**src/rtl/rpal_pkg.sv**
```systemverilog
// Shared types, constants and constant functions of the RMS and peak limiter.
package rpal_pkg;

	localparam int SB       = 24;
	localparam int WIN      = 256;
	localparam int WIN_AW   = (WIN > 1) ? $clog2(WIN) : 1;
	localparam int SQ_W     = 2 * SB;
	localparam int SUM_W    = (2 * SB + WIN_AW > 64) ? 64 : 2 * SB + WIN_AW;
	localparam int CFG_IW   = 3;
	localparam int CFG_DW   = 32;

	localparam logic [CFG_IW-1:0] REG_ENABLES   = 3'd0;
	localparam logic [CFG_IW-1:0] REG_RMS_THR   = 3'd1;
	localparam logic [CFG_IW-1:0] REG_RMS_SLOPE = 3'd2;
	localparam logic [CFG_IW-1:0] REG_RMS_COEF  = 3'd3;
	localparam logic [CFG_IW-1:0] REG_PK_THR    = 3'd4;
	localparam logic [CFG_IW-1:0] REG_PK_SLOPE  = 3'd5;
	localparam logic [CFG_IW-1:0] REG_PK_COEF   = 3'd6;

	localparam logic [16:0] SLOPE_RESET  = 17'd58982;
	localparam logic [16:0] SLOPE_ONE    = 17'd65536;
	localparam logic [30:0] Q30_ONE      = 31'h4000_0000;
	localparam logic [17:0] DB_PER_LOG2  = 18'd197283;
	localparam logic [21:0] LOG2_PER_DB  = 22'd2786640;
	localparam logic signed [15:0] DB_FLOOR = -16'sd32768;

	typedef logic [15:0][30:0] exp_tab_t;

	function automatic logic [63:0] int_sqrt(input logic [63:0] v);
		logic [63:0] rem;
		logic [63:0] res;
		logic [63:0] bt;
		rem = v;
		res = '0;
		bt  = 64'd1 << 62;
		while (bt > rem) bt = bt >> 2;
		while (bt != 0) begin
			if (rem >= res + bt) begin
				rem = rem - (res + bt);
				res = (res >> 1) + bt;
			end else begin
				res = res >> 1;
			end
			bt = bt >> 2;
		end
		return res;
	endfunction

	function automatic exp_tab_t build_exp_tab();
		exp_tab_t    tab;
		logic [63:0] cur;
		cur = int_sqrt(64'd1 << 59);
		tab[0] = cur[30:0];
		for (int k = 1; k < 16; k++) begin
			cur = int_sqrt(cur << 30);
			tab[k] = cur[30:0];
		end
		return tab;
	endfunction

	function automatic logic [31:0] log2_q16_const(input logic [63:0] v);
		int          n;
		logic [63:0] x;
		logic [15:0] fr;
		n = 63;
		while (n > 0 && v[n] == 1'b0) n = n - 1;
		x = (n >= 30) ? (v >> (n - 30)) : (v << (30 - n));
		fr = '0;
		for (int i = 0; i < 16; i++) begin
			x = (x * x) >> 30;
			fr = {fr[14:0], 1'b0};
			if (x >= 64'h8000_0000) begin
				x = x >> 1;
				fr[0] = 1'b1;
			end
		end
		return (32'(n) << 16) + 32'(fr);
	endfunction

	localparam exp_tab_t EXP_TAB = build_exp_tab();
	localparam logic [31:0] RMS_OFF = log2_q16_const(64'(WIN)) + (32'(2 * (SB - 1)) << 16);
	localparam logic [31:0] PK_OFF  = 32'(SB - 1) << 16;

	typedef struct packed {
		logic                 vld;
		logic signed [SB-1:0] sample;
	} rpal_req_t;

	typedef struct packed {
		logic take;
		logic clr_done;
	} rpal_ack_t;

	typedef enum logic [15:0] {
		ST_CLR  = 16'b0000_0000_0000_0001,
		ST_IDLE = 16'b0000_0000_0000_0010,
		ST_RSQ  = 16'b0000_0000_0000_0100,
		ST_RSUM = 16'b0000_0000_0000_1000,
		ST_NORM = 16'b0000_0000_0001_0000,
		ST_SQR  = 16'b0000_0000_0010_0000,
		ST_LVL  = 16'b0000_0000_0100_0000,
		ST_DBS  = 16'b0000_0000_1000_0000,
		ST_ENVT = 16'b0000_0001_0000_0000,
		ST_ENVE = 16'b0000_0010_0000_0000,
		ST_GT   = 16'b0000_0100_0000_0000,
		ST_GEXP = 16'b0000_1000_0000_0000,
		ST_GSH  = 16'b0001_0000_0000_0000,
		ST_GMUL = 16'b0010_0000_0000_0000,
		ST_PKS  = 16'b0100_0000_0000_0000,
		ST_OUT  = 16'b1000_0000_0000_0000
	} rpal_state_t;

endpackage

```
**src/rtl/rpal_front.sv**
```systemverilog
// Input side: two-entry request queue ahead of the processing engine.
module rpal_front (
	input  logic                          clk,
	input  logic                          arst_n,
	input  logic                          push,
	input  logic signed [rpal_pkg::SB-1:0] sample_in,
	output logic                          full,
	output rpal_pkg::rpal_req_t           req,
	input  rpal_pkg::rpal_ack_t           ack
);

	logic signed [rpal_pkg::SB-1:0] buf_q [2];
	logic       wp_q;
	logic       rp_q;
	logic [1:0] cnt_q;
	logic       do_push;
	logic       do_pop;

	assign full    = (cnt_q == 2'd2) || !ack.clr_done;
	assign do_push = push && !full;
	assign do_pop  = ack.take && (cnt_q != 2'd0);

	assign req.vld    = (cnt_q != 2'd0);
	assign req.sample = buf_q[rp_q];

	always_ff @(posedge clk) begin
		if (do_push) buf_q[wp_q] <= sample_in;
	end

	always_ff @(posedge clk or negedge arst_n) begin
		if (!arst_n) begin
			wp_q  <= 1'b0;
			rp_q  <= 1'b0;
			cnt_q <= 2'd0;
		end else begin
			if (do_push) wp_q <= ~wp_q;
			if (do_pop) rp_q <= ~rp_q;
			cnt_q <= cnt_q + 2'(do_push) - 2'(do_pop);
		end
	end

endmodule

```
**config.mk**
```make
export PLATFORM = sky130hd
export DESIGN_NAME = rpal_front
export DESIGN_NICKNAME = d
export VERILOG_FILES = /design/src/rtl/rpal_pkg.sv /design/src/rtl/rpal_front.sv
export SDC_FILE = /design/constraint.sdc
export NUM_CORES = 1
export LEC_CHECK = 0
export BUFFER_PORTS_ARGS = -buffer_cell sky130_fd_sc_hd__buf_2
export CAP_MARGIN = 30
export CORE_MARGIN = 8
export CORE_UTILIZATION = 28
export DETAILED_ROUTE_END_ITERATION = 8
export PLACE_DENSITY = 0.45
export SLEW_MARGIN = 40
export SYNTH_ARGS = -nofsm -noshare
export SYNTH_HDL_FRONTEND = slang
export SYNTH_SLANG_ARGS = --single-unit
```
**constraint.sdc**
```tcl
create_clock -name clk -period 3.56 [get_ports clk]
set_clock_uncertainty 0.05 [all_clocks]
set_input_delay 0.356 -clock clk [delete_from_list [all_inputs] [get_ports clk]]
set_output_delay 0.356 -clock clk [all_outputs]
set_load 0.05 [all_outputs]
```
==> impl_metrics.csv, run 1 <==
group,metric,value,unit
global_route,gr-total-overflow,0,
logic_synthesis,ys_seq_area_share,76.1,%
worst_setup_path,crit_buf_inv,2,
cts,cts-htree-levels,2,
sta,grt_setup_unrepaired,"false",
sta,relSlewSlack,64.2,%
global_route,grt_usage,7.71,%
finish,nets,188,
place,dpl.cell_count,248,
drt,drtAntennaViolNets,0,
worst_setup_path,endpoint_kind,"output port",
die,die-area,10200,um^2
worst_setup_path,critPathTopFamily,"flip-flops",
worst_setup_path,crit_path_max_fanout,18,
place,place_area,2420,um^2
logic_synthesis,syn_avg_cell_area,21.5,um^2
pwr,power.total,2.05,mW
cts,cts_inserted_buffers,5,
global_route,antenna_found_initial,0,
finish,drive_gt1_share,60.1,%
logic_synthesis,synth_warnings,0,
worst_setup_path,startpoint_type,"register",
die,die_y,101,um
cts,postCtsHoldBufs,1,
worst_setup_path,worstPathRequired,3150,ps
finish,mostFrequentLayoutCells,"54 x buf_2, 48 x edfxtp_1, 19 x mux2_4",
sta,worstMarginPinSlew,537,ps
logic_synthesis,synthCells,94,
finish,fin_area,2520,um^2
logic_synthesis,ys_seq_elements,52,
worst_setup_path,cpPeakStageDelay,720,ps
sta,layout_setup_ws,1350,ps
place,post-place-ws,1650,ps
global_route,grt_max_degree,19,
job,drv_cap,0,
cts,clockBufferDepth,2,
die,core_area,7140,um^2
sta,hold-worst-slack,188,ps
worst_setup_path,path_cells,"buf_4 -> mux2_4 -> buf_2",
place,portBuffers,54,
logic_synthesis,syn-cell-area,2020,um^2
global_route,grt_pass1_vias,1134,
place,globalplace.congestion,0.672,
sta,max_freq,453,MHz
die,initial_core_util,28.4,%
drt,vias_per_cell,3.96,
logic_synthesis,ys_top_cells_by_area,"edfxtp_1 71%, mux2_4 14%, dfrtp_1 4.9%, mux2_2 2.8%, buf_6 1.7%",
cts,cts_setup_buffers,0,
cts,clk_pin_slew,90,ps
sta,hold_viol,0,
die,core.rowCount,31,
finish,fillers,722,
logic_synthesis,synthDominantCellAreaShare,71.2,%
drt,dr.pass1.iters,4,
worst_setup_path,cp_slowest_cell,"dfrtp_2",
finish,antenna_cells,0,
drt,wl_per_cell,14.6,um
cts,cts-root-buf,"clkbuf_8",
drt,wl_met1,1.58,mm
pwr,peakVddDrop,0.000565,V
place,dp_hpwl,2.78,mm
logic_synthesis,syn_nets,125,
sta,slew_viol_final,0,
cts,clk_latency,300,ps
die,dieWidth,101,um
cts,cts_sinks,52,
drt,vias,1019,
die,ios,55,
worst_setup_path,crit_arrival,1800,ps
logic_synthesis,synth_top_area_cell,"edfxtp_1",
drt,wl,3.74,mm
finish,area_delta_synth_final,24.5,%
cts,cts.repair.resized,0,
drt,wl_met2,1.69,mm
sta,finalSetupViolations,0,
finish,utilization,35.3,%
logic_synthesis,synth_cell_types,15,
drt,top_layer,"met4",
sta,period_needed,2210,ps
pwr,pwr_density_cell,815,nW/um^2
finish,instances_no_fill,257,
sta,finalCritPeriodShare,62.0,%
hold_path,hold_path.class,"in -> reg",
drt,drc_errors,0,
drt,routed-wl-met3,417,um
finish,final_common_cell,"buf_2",
global_route,grt_pass1_wl,5.85,mm
status,outcome,"complete, no violations",
sta,tns,0,ps
pwr,power_leakage,0.996,nW
worst_setup_path,critPathKind,"reg -> out",
drt,drt_iter0_drc,32,
cts,cts_tree,"done",
cell usage after synthesis:
cell and instances:
mux2_2 5, nor2_1 2, ha_1 2, and2_4 1
edfxtp_1 48, buf_6 3, nand3_1 1, xor2_1 1
nand2_1 1, xnor2_1 3, nand2b_1 1, or2_4 1
inv_1 2, dfrtp_1 4, mux2_4 19
registers in the layout (all words and copies together), names as in the netlist:
signal	cells
cnt_q	2
wp_q	1
buf_q	48
rp_q	1
report_power, final:
group | internal (mW) | switching, mW | leakage, nW | total (mW)
clock network | 0.140 | 0.191 | 0.0445 | 0.331
logic | 0.310 | 0.560 | 0.467 | 0.870
registers | 0.770 | 0.0832 | 0.484 | 0.853
metal layers:
layer | track usage (%) | up-vias
met4 | 2.75 | 0
met1 | 8.58 | 488
met3 | 4.42 | 5
met2 | 12.0 | 46
li1 | - | 480
met5 | 0 | -
cells by family (layout without fill, tap and decap cells):
| kind of cell | count (synthesis) | in the layout | synth area share (%) |
|---|---|---|---|
| AND/OR/NAND/NOR | 7 | 7 | 1.98 |
| adder cells (fa/ha/maj) | 2 | 2 | 1.24 |
| flip-flops | 52 | 52 | 76.1 |
| buffers and inverters | 5 | 69 | 2.04 |
| XOR/XNOR | 4 | 4 | 1.73 |
| multiplexers | 24 | 24 | 16.9 |
final cells by class:
type                            instances  area [um^2]  area share (%)
Tap cell                               99          124            4.91
Timing Repair Buffer                   59          310            12.3
Clock inverter                          3         21.3           0.844
Sequential cell                        52         1540            61.2
Clock buffer                            5         68.8            2.73
Multi-Input combinational cell         37          447            17.7
Inverter                                2         7.51           0.298
path summary, 6_finish.rpt:
path                          startpoint      endpoint  slack (ps)  depth (start not counted)
setup / recovery                    rp_q        req[6]        1350                          3
hold / removal             sample_in[17]  buf_q[0][17]         190                          1
setup reg to reg                cnt_q[1]  buf_q[0][11]        1680                          4
hold reg to reg                     wp_q          wp_q         480                          1
max in group asynchronous         arst_n          rp_q        3010                          2
min in group asynchronous         arst_n      cnt_q[0]         330                          2
Note: power is estimated with default switching activity, not from simulation.
==> run 2, diff against run 1 <==
==> constraint.sdc (replaced) <==
create_clock -name clk -period 2.2 [get_ports clk]
set_clock_uncertainty 0.05 [all_clocks]
set_input_delay 0.22 -clock clk [delete_from_list [all_inputs] [get_ports clk]]
set_output_delay 0.22 -clock clk [all_outputs]
set_load 0.05 [all_outputs]
==> run 2 against run 1 <==
Setup slack worse by 980 ps; hold slack worse by 140 ps; register-to-register slack got worse by 1300 ps; sequential share of layout area shrank 0.53 points; critical path type unchanged; global-route usage about the same; via count rose by 0.29%; total power rose by 63%; clock-buffer cell count stayed put; sequential power grew 52%; design area up 0.79%.
==> impl_metrics.csv, run 2 (synthesis results as in run 1) <==
group,metric,value,unit
status,outcome,"complete, no violations",
sta,max_freq,547,MHz
sta,layout_setup_ws,371,ps
drt,drt_iter0_drc,68,
sta,finalCritPeriodShare,83.1,%
die,initial_core_util,28.4,%
place,globalplace.congestion,0.704,
finish,drive_gt1_share,60.0,%
sta,slew_viol_final,0,
cts,clockBufferDepth,2,
sta,worstMarginPinSlew,297,ps
drt,drtAntennaViolNets,0,
cts,cts-root-buf,"clkbuf_8",
cts,cts-htree-levels,2,
finish,fillers,708,
drt,wl,3.83,mm
cts,clk_latency,300,ps
finish,area_delta_synth_final,25.5,%
hold_path,hold_path.class,"in -> reg",
drt,dr.pass1.iters,3,
worst_setup_path,critPathKind,"reg -> out",
worst_setup_path,startpoint_type,"register",
finish,mostFrequentLayoutCells,"54 x buf_2, 48 x edfxtp_1, 19 x mux2_4",
sta,relSlewSlack,80.2,%
die,core_area,7140,um^2
pwr,power_leakage,1.01,nW
global_route,gr-usage-met1,8.47,%
sta,grt_setup_unrepaired,"false",
die,core.rowCount,31,
cts,cts_sinks,52,
global_route,grt_pass1_wl,5.82,mm
drt,wl_per_cell,14.8,um
die,dieWidth,101,um
drt,drc_errors,0,
worst_setup_path,crit_arrival,1560,ps
cts,cts_inserted_buffers,5,
die,die-area,10200,um^2
die,die_y,101,um
cts,clk_pin_slew,100,ps
global_route,gr-total-overflow,0,
job,drv_cap,0,
global_route,antenna_found_initial,0,
finish,instances_no_fill,259,
place,dpl.cell_count,250,
global_route,met2_usage,12.4,%
place,post-place-ws,409,ps
pwr,pwr_density_cell,1320,nW/um^2
global_route,grt_util_met3,4.21,%
finish,largest_register_ffs,48,
finish,final_common_cell,"buf_2",
drt,vias,1022,
sta,period_needed,1830,ps
global_route,grt_usage,7.75,%
global_route,grt_pass1_vias,1135,
pwr,peakVddDrop,0.000646,V
finish,top_register,"buf_q",
place,portBuffers,54,
cts,cts.repair.resized,0,
worst_setup_path,endpoint_kind,"output port",
die,ios,55,
sta,finalSetupViolations,0,
finish,nets,190,
sta,hold_viol,0,
cts,cts_setup_buffers,0,
sta,tns,0,ps
global_route,grt_max_degree,19,
drt,vias_per_cell,3.95,
cts,cts_tree,"done",
finish,top_regs,"buf_q x48, cnt_q x2",
worst_setup_path,crit_path_max_fanout,17,
worst_setup_path,worstPathRequired,1930,ps
finish,antenna_cells,0,
global_route,busiest_layer,"met2",
## run 2: cell types whose count changed in the layout (fill, tap and decap cells not counted)
| cell | change |
|---|---|
| dfrtp_1 | +1 |
| inv_8 | +1 |
| dfrtp_2 | -1 |
| clkinv_2 | -1 |
| buf_4 | +2 |
| inv_6 | -1 |
| clkinv_4 | +1 |
## run 2: worst max-delay path, cell delays in order, from the launching register on
cell and delay [ps]:
dfrtp_1 360, buf_4 300, mux2_2 380, buf_2 210
## run 2: final timing paths
path	cells past startpoint	slack (ps)	from	endpoint
worst min register to register	1	460	wp_q	wp_q
max in group asynchronous	2	1800	arst_n	rp_q
worst max register to register	7	400	cnt_q[1]	cnt_q[1]
worst max-delay path	3	370	rp_q	req[1]
min in group asynchronous	2	180	arst_n	cnt_q[0]
worst min-delay path	1	50	sample_in[23]	buf_q[1][23]
## run 2: area by class of cell
class                   count  area, um^2  share of cell area (%)
clock inverters             3        27.5                    1.08
multi-input cells          37         447                    17.6
clock buffers               5        68.8                    2.71
flip-flops and latches     52        1540                    60.7
inverters                   2        7.51                   0.295
well taps                  99         124                    4.87
repair buffers             61         325                    12.8
## run 2: power breakdown
group	switching (mW)	internal [mW]
combinational	0.996	0.511
sequential	0.0510	1.24
clock	0.319	0.234
total	1.37	1.99
## run 2: per-stage QoR
stage	hold slack [ps]	cell area [um^2]	power (mW)	util (%)
2_1_floorplan	-126	2020	2.56	-
3_3_place_gp	-22.1	2430	2.83	34.1
3_5_place_dp	-18.9	2430	2.86	34.1
4_1_cts	37.7	2540	3.42	35.6
5_1_grt	30.3	2540	3.53	35.6
6_report	48.3	2540	3.35	35.6
## run 2: what timing repair did
action | CTS | global route
hold endpoints to repair | 4 | 0
hold buffers | 1 | 0
setup endpoints to repair | 0 | 0
## run 2: layer usage
metal / part of all wire (%) / up-vias
li1: - / 485
met4: 0.81 / 0
met1: 42 / 492
met3: 9.6 / 4
met2: 47 / 41
met5: 0 / -
==> run 3, diff against run 2 <==
==> constraint.sdc (replaced) <==
create_clock -name clk -period 1.75 [get_ports clk]
set_clock_uncertainty 0.05 [all_clocks]
set_input_delay 0.175 -clock clk [delete_from_list [all_inputs] [get_ports clk]]
set_output_delay 0.175 -clock clk [all_outputs]
set_load 0.05 [all_outputs]
==> run 3 against run 2 <==
Sequential power is 25% higher; first-iteration DRC count down 32%; die area unchanged; setup slack got worse by 300 ps; non-clock buffer count grew 14; clock-buffer cell count unchanged; critical path type is now reg -> reg; sequential share of layout area shrank 3.8 points; global-route usage fell by 0.11 points.
==> impl_metrics.csv, run 3 (synthesis results as in run 1) <==
group,metric,value,unit
cts,clockBufferDepth,2,
drt,drt_iter0_drc,46,
worst_setup_path,worstPathRequired,1890,ps
worst_setup_path,path_cells,"or2_4 -> and2_4 -> ha_1 -> inv_1 -> ha_2 -> xnor2_2 -> xnor2_1",
die,die-area,10200,um^2
place,portBuffers,54,
finish,largest_register_ffs,48,
finish,fillers,685,
drt,drtAntennaViolNets,0,
drt,wl_per_cell,13.7,um
sta,layout_setup_ws,72.8,ps
global_route,grt_max_degree,18,
cts,clk_latency,300,ps
worst_setup_path,startpoint_type,"register",
sta,hold_viol,0,
worst_setup_path,critPathTopFamily,"adder cells",
finish,drive_gt1_share,57.5,%
cts,cts-root-buf,"clkbuf_8",
cts,cts_inserted_buffers,5,
job,drv_cap,0,
cts,cts_tree,"done",
die,die_y,101,um
drt,wl,3.75,mm
finish,area_delta_synth_final,33.9,%
global_route,grt_pass1_wl,5.77,mm
worst_setup_path,crit_arrival,1820,ps
place,post-place-ws,14.2,ps
cts,clk_pin_slew,90,ps
finish,antenna_cells,0,
global_route,grt_pass1_vias,1188,
place,place_area,2450,um^2
die,initial_core_util,28.4,%
finish,top_register,"buf_q",
die,core_area,7140,um^2
drt,drc_errors,0,
die,ios,55,
sta,worstMarginPinSlew,265,ps
status,outcome,"complete, no violations",
sta,slew_viol_final,0,
global_route,antenna_found_initial,0,
sta,finalCritPeriodShare,95.8,%
worst_setup_path,cp_slowest_cell,"dfrtp_1",
global_route,grt_usage,7.64,%
place,globalplace.congestion,0.649,
worst_setup_path,crit_path_max_fanout,3,
finish,top_regs,"buf_q x48, cnt_q x2",
sta,period_needed,1680,ps
drt,vias,1056,
sta,max_freq,596,MHz
worst_setup_path,endpoint_kind,"register",
worst_setup_path,crit_buf_inv,1,
drt,dr.pass1.iters,4,
worst_setup_path,cpPeakStageDelay,400,ps
cts,cts_sinks,52,
hold_path,hold_path.class,"in -> reg",
sta,relSlewSlack,82.5,%
worst_setup_path,critPathKind,"reg -> reg",
pwr,pwr_density_cell,1630,nW/um^2
finish,nets,204,
global_route,gr-total-overflow,0,
pwr,power_leakage,1.09,nW
cts,cts-htree-levels,2,
finish,fin_area,2710,um^2
sta,finalSetupViolations,0,
finish,final_common_cell,"buf_2",
sta,grt_setup_unrepaired,"true",
finish,mostFrequentLayoutCells,"54 x buf_2, 48 x edfxtp_1, 19 x mux2_4",
drt,vias_per_cell,3.87,
pwr,peakVddDrop,0.000862,V
die,core.rowCount,31,
die,dieWidth,101,um
run 3: cell count changes in the layout (fill, tap and decap cells not counted), sizes merged:
cell,before,now
buf,60,63
bufinv,0,1
inv,3,2
clkinvlp,1,0
dlygate4sd3,1,12
clkinv,1,2
run 3: what timing repair did:
action,4_1_cts,5_1_grt
endpoints found under the setup margin,1,4
pin swaps,0,3
gates cloned,0,0
endpoints found under the hold margin,10,15
buffers inserted,0,2
hold buffers,4,8
resized for setup,1,1
run 3: layout make-up:
type | instances | area [um^2] | share of cell area (%)
flip-flops and latches | 52 | 1540 | 56.9
multi-input cells | 37 | 457 | 16.8
well taps | 99 | 124 | 4.57
inverters | 2 | 7.51 | 0.277
repair buffers | 75 | 470 | 17.4
clock buffers | 5 | 68.8 | 2.54
clock inverters | 3 | 42.5 | 1.57
run 3: report_power, final:
part           internal [mW]  leakage (nW)  switching [mW]  total, mW
Clock                  0.424        0.0558           0.376      0.800
Sequential              1.56         0.485          0.0658       1.63
Combinational          0.734         0.545            1.26       1.99
Total                   2.72          1.09            1.70       4.42
run 3: stage by stage:
step / power, mW / hold slack, ps / cells / utilization [%] / setup TNS, ps
after floorplan: 3.22 / -171 / 94 / - / -18220
after global placement: 3.59 / -64.5 / 251 / 34.4 / 0
after detailed placement: 3.62 / -61.3 / 251 / 34.4 / 0
after CTS: 4.44 / 1.90 / 263 / 36.6 / 0
after global routing: 4.64 / 0.276 / 273 / 38.0 / -12.0
final: 4.42 / 11.8 / 273 / 38.0 / 0
run 3: final timing paths:
check | cells past startpoint | startpoint | slack (ps) | endpoint
min in group asynchronous | 2 | arst_n | 140 | cnt_q[0]
worst max register to register | 7 | cnt_q[0] | 70 | cnt_q[1]
worst min register to register | 1 | wp_q | 470 | wp_q
max in group asynchronous | 2 | arst_n | 1390 | wp_q
worst max-delay path | 7 | cnt_q[0] | 70 | cnt_q[1]
worst min-delay path | 1 | sample_in[3] | 10 | buf_q[0][3]
run 3: routing by layer:
layer / global-route usage, % / vias up / wire [um]
met5: 0 / - / 0
met4: 2.75 / 0 / 34
met3: 3.94 / 4 / 397
met2: 12.5 / 42 / 1770
met1: 8.29 / 498 / 1550
li1: - / 512 / -
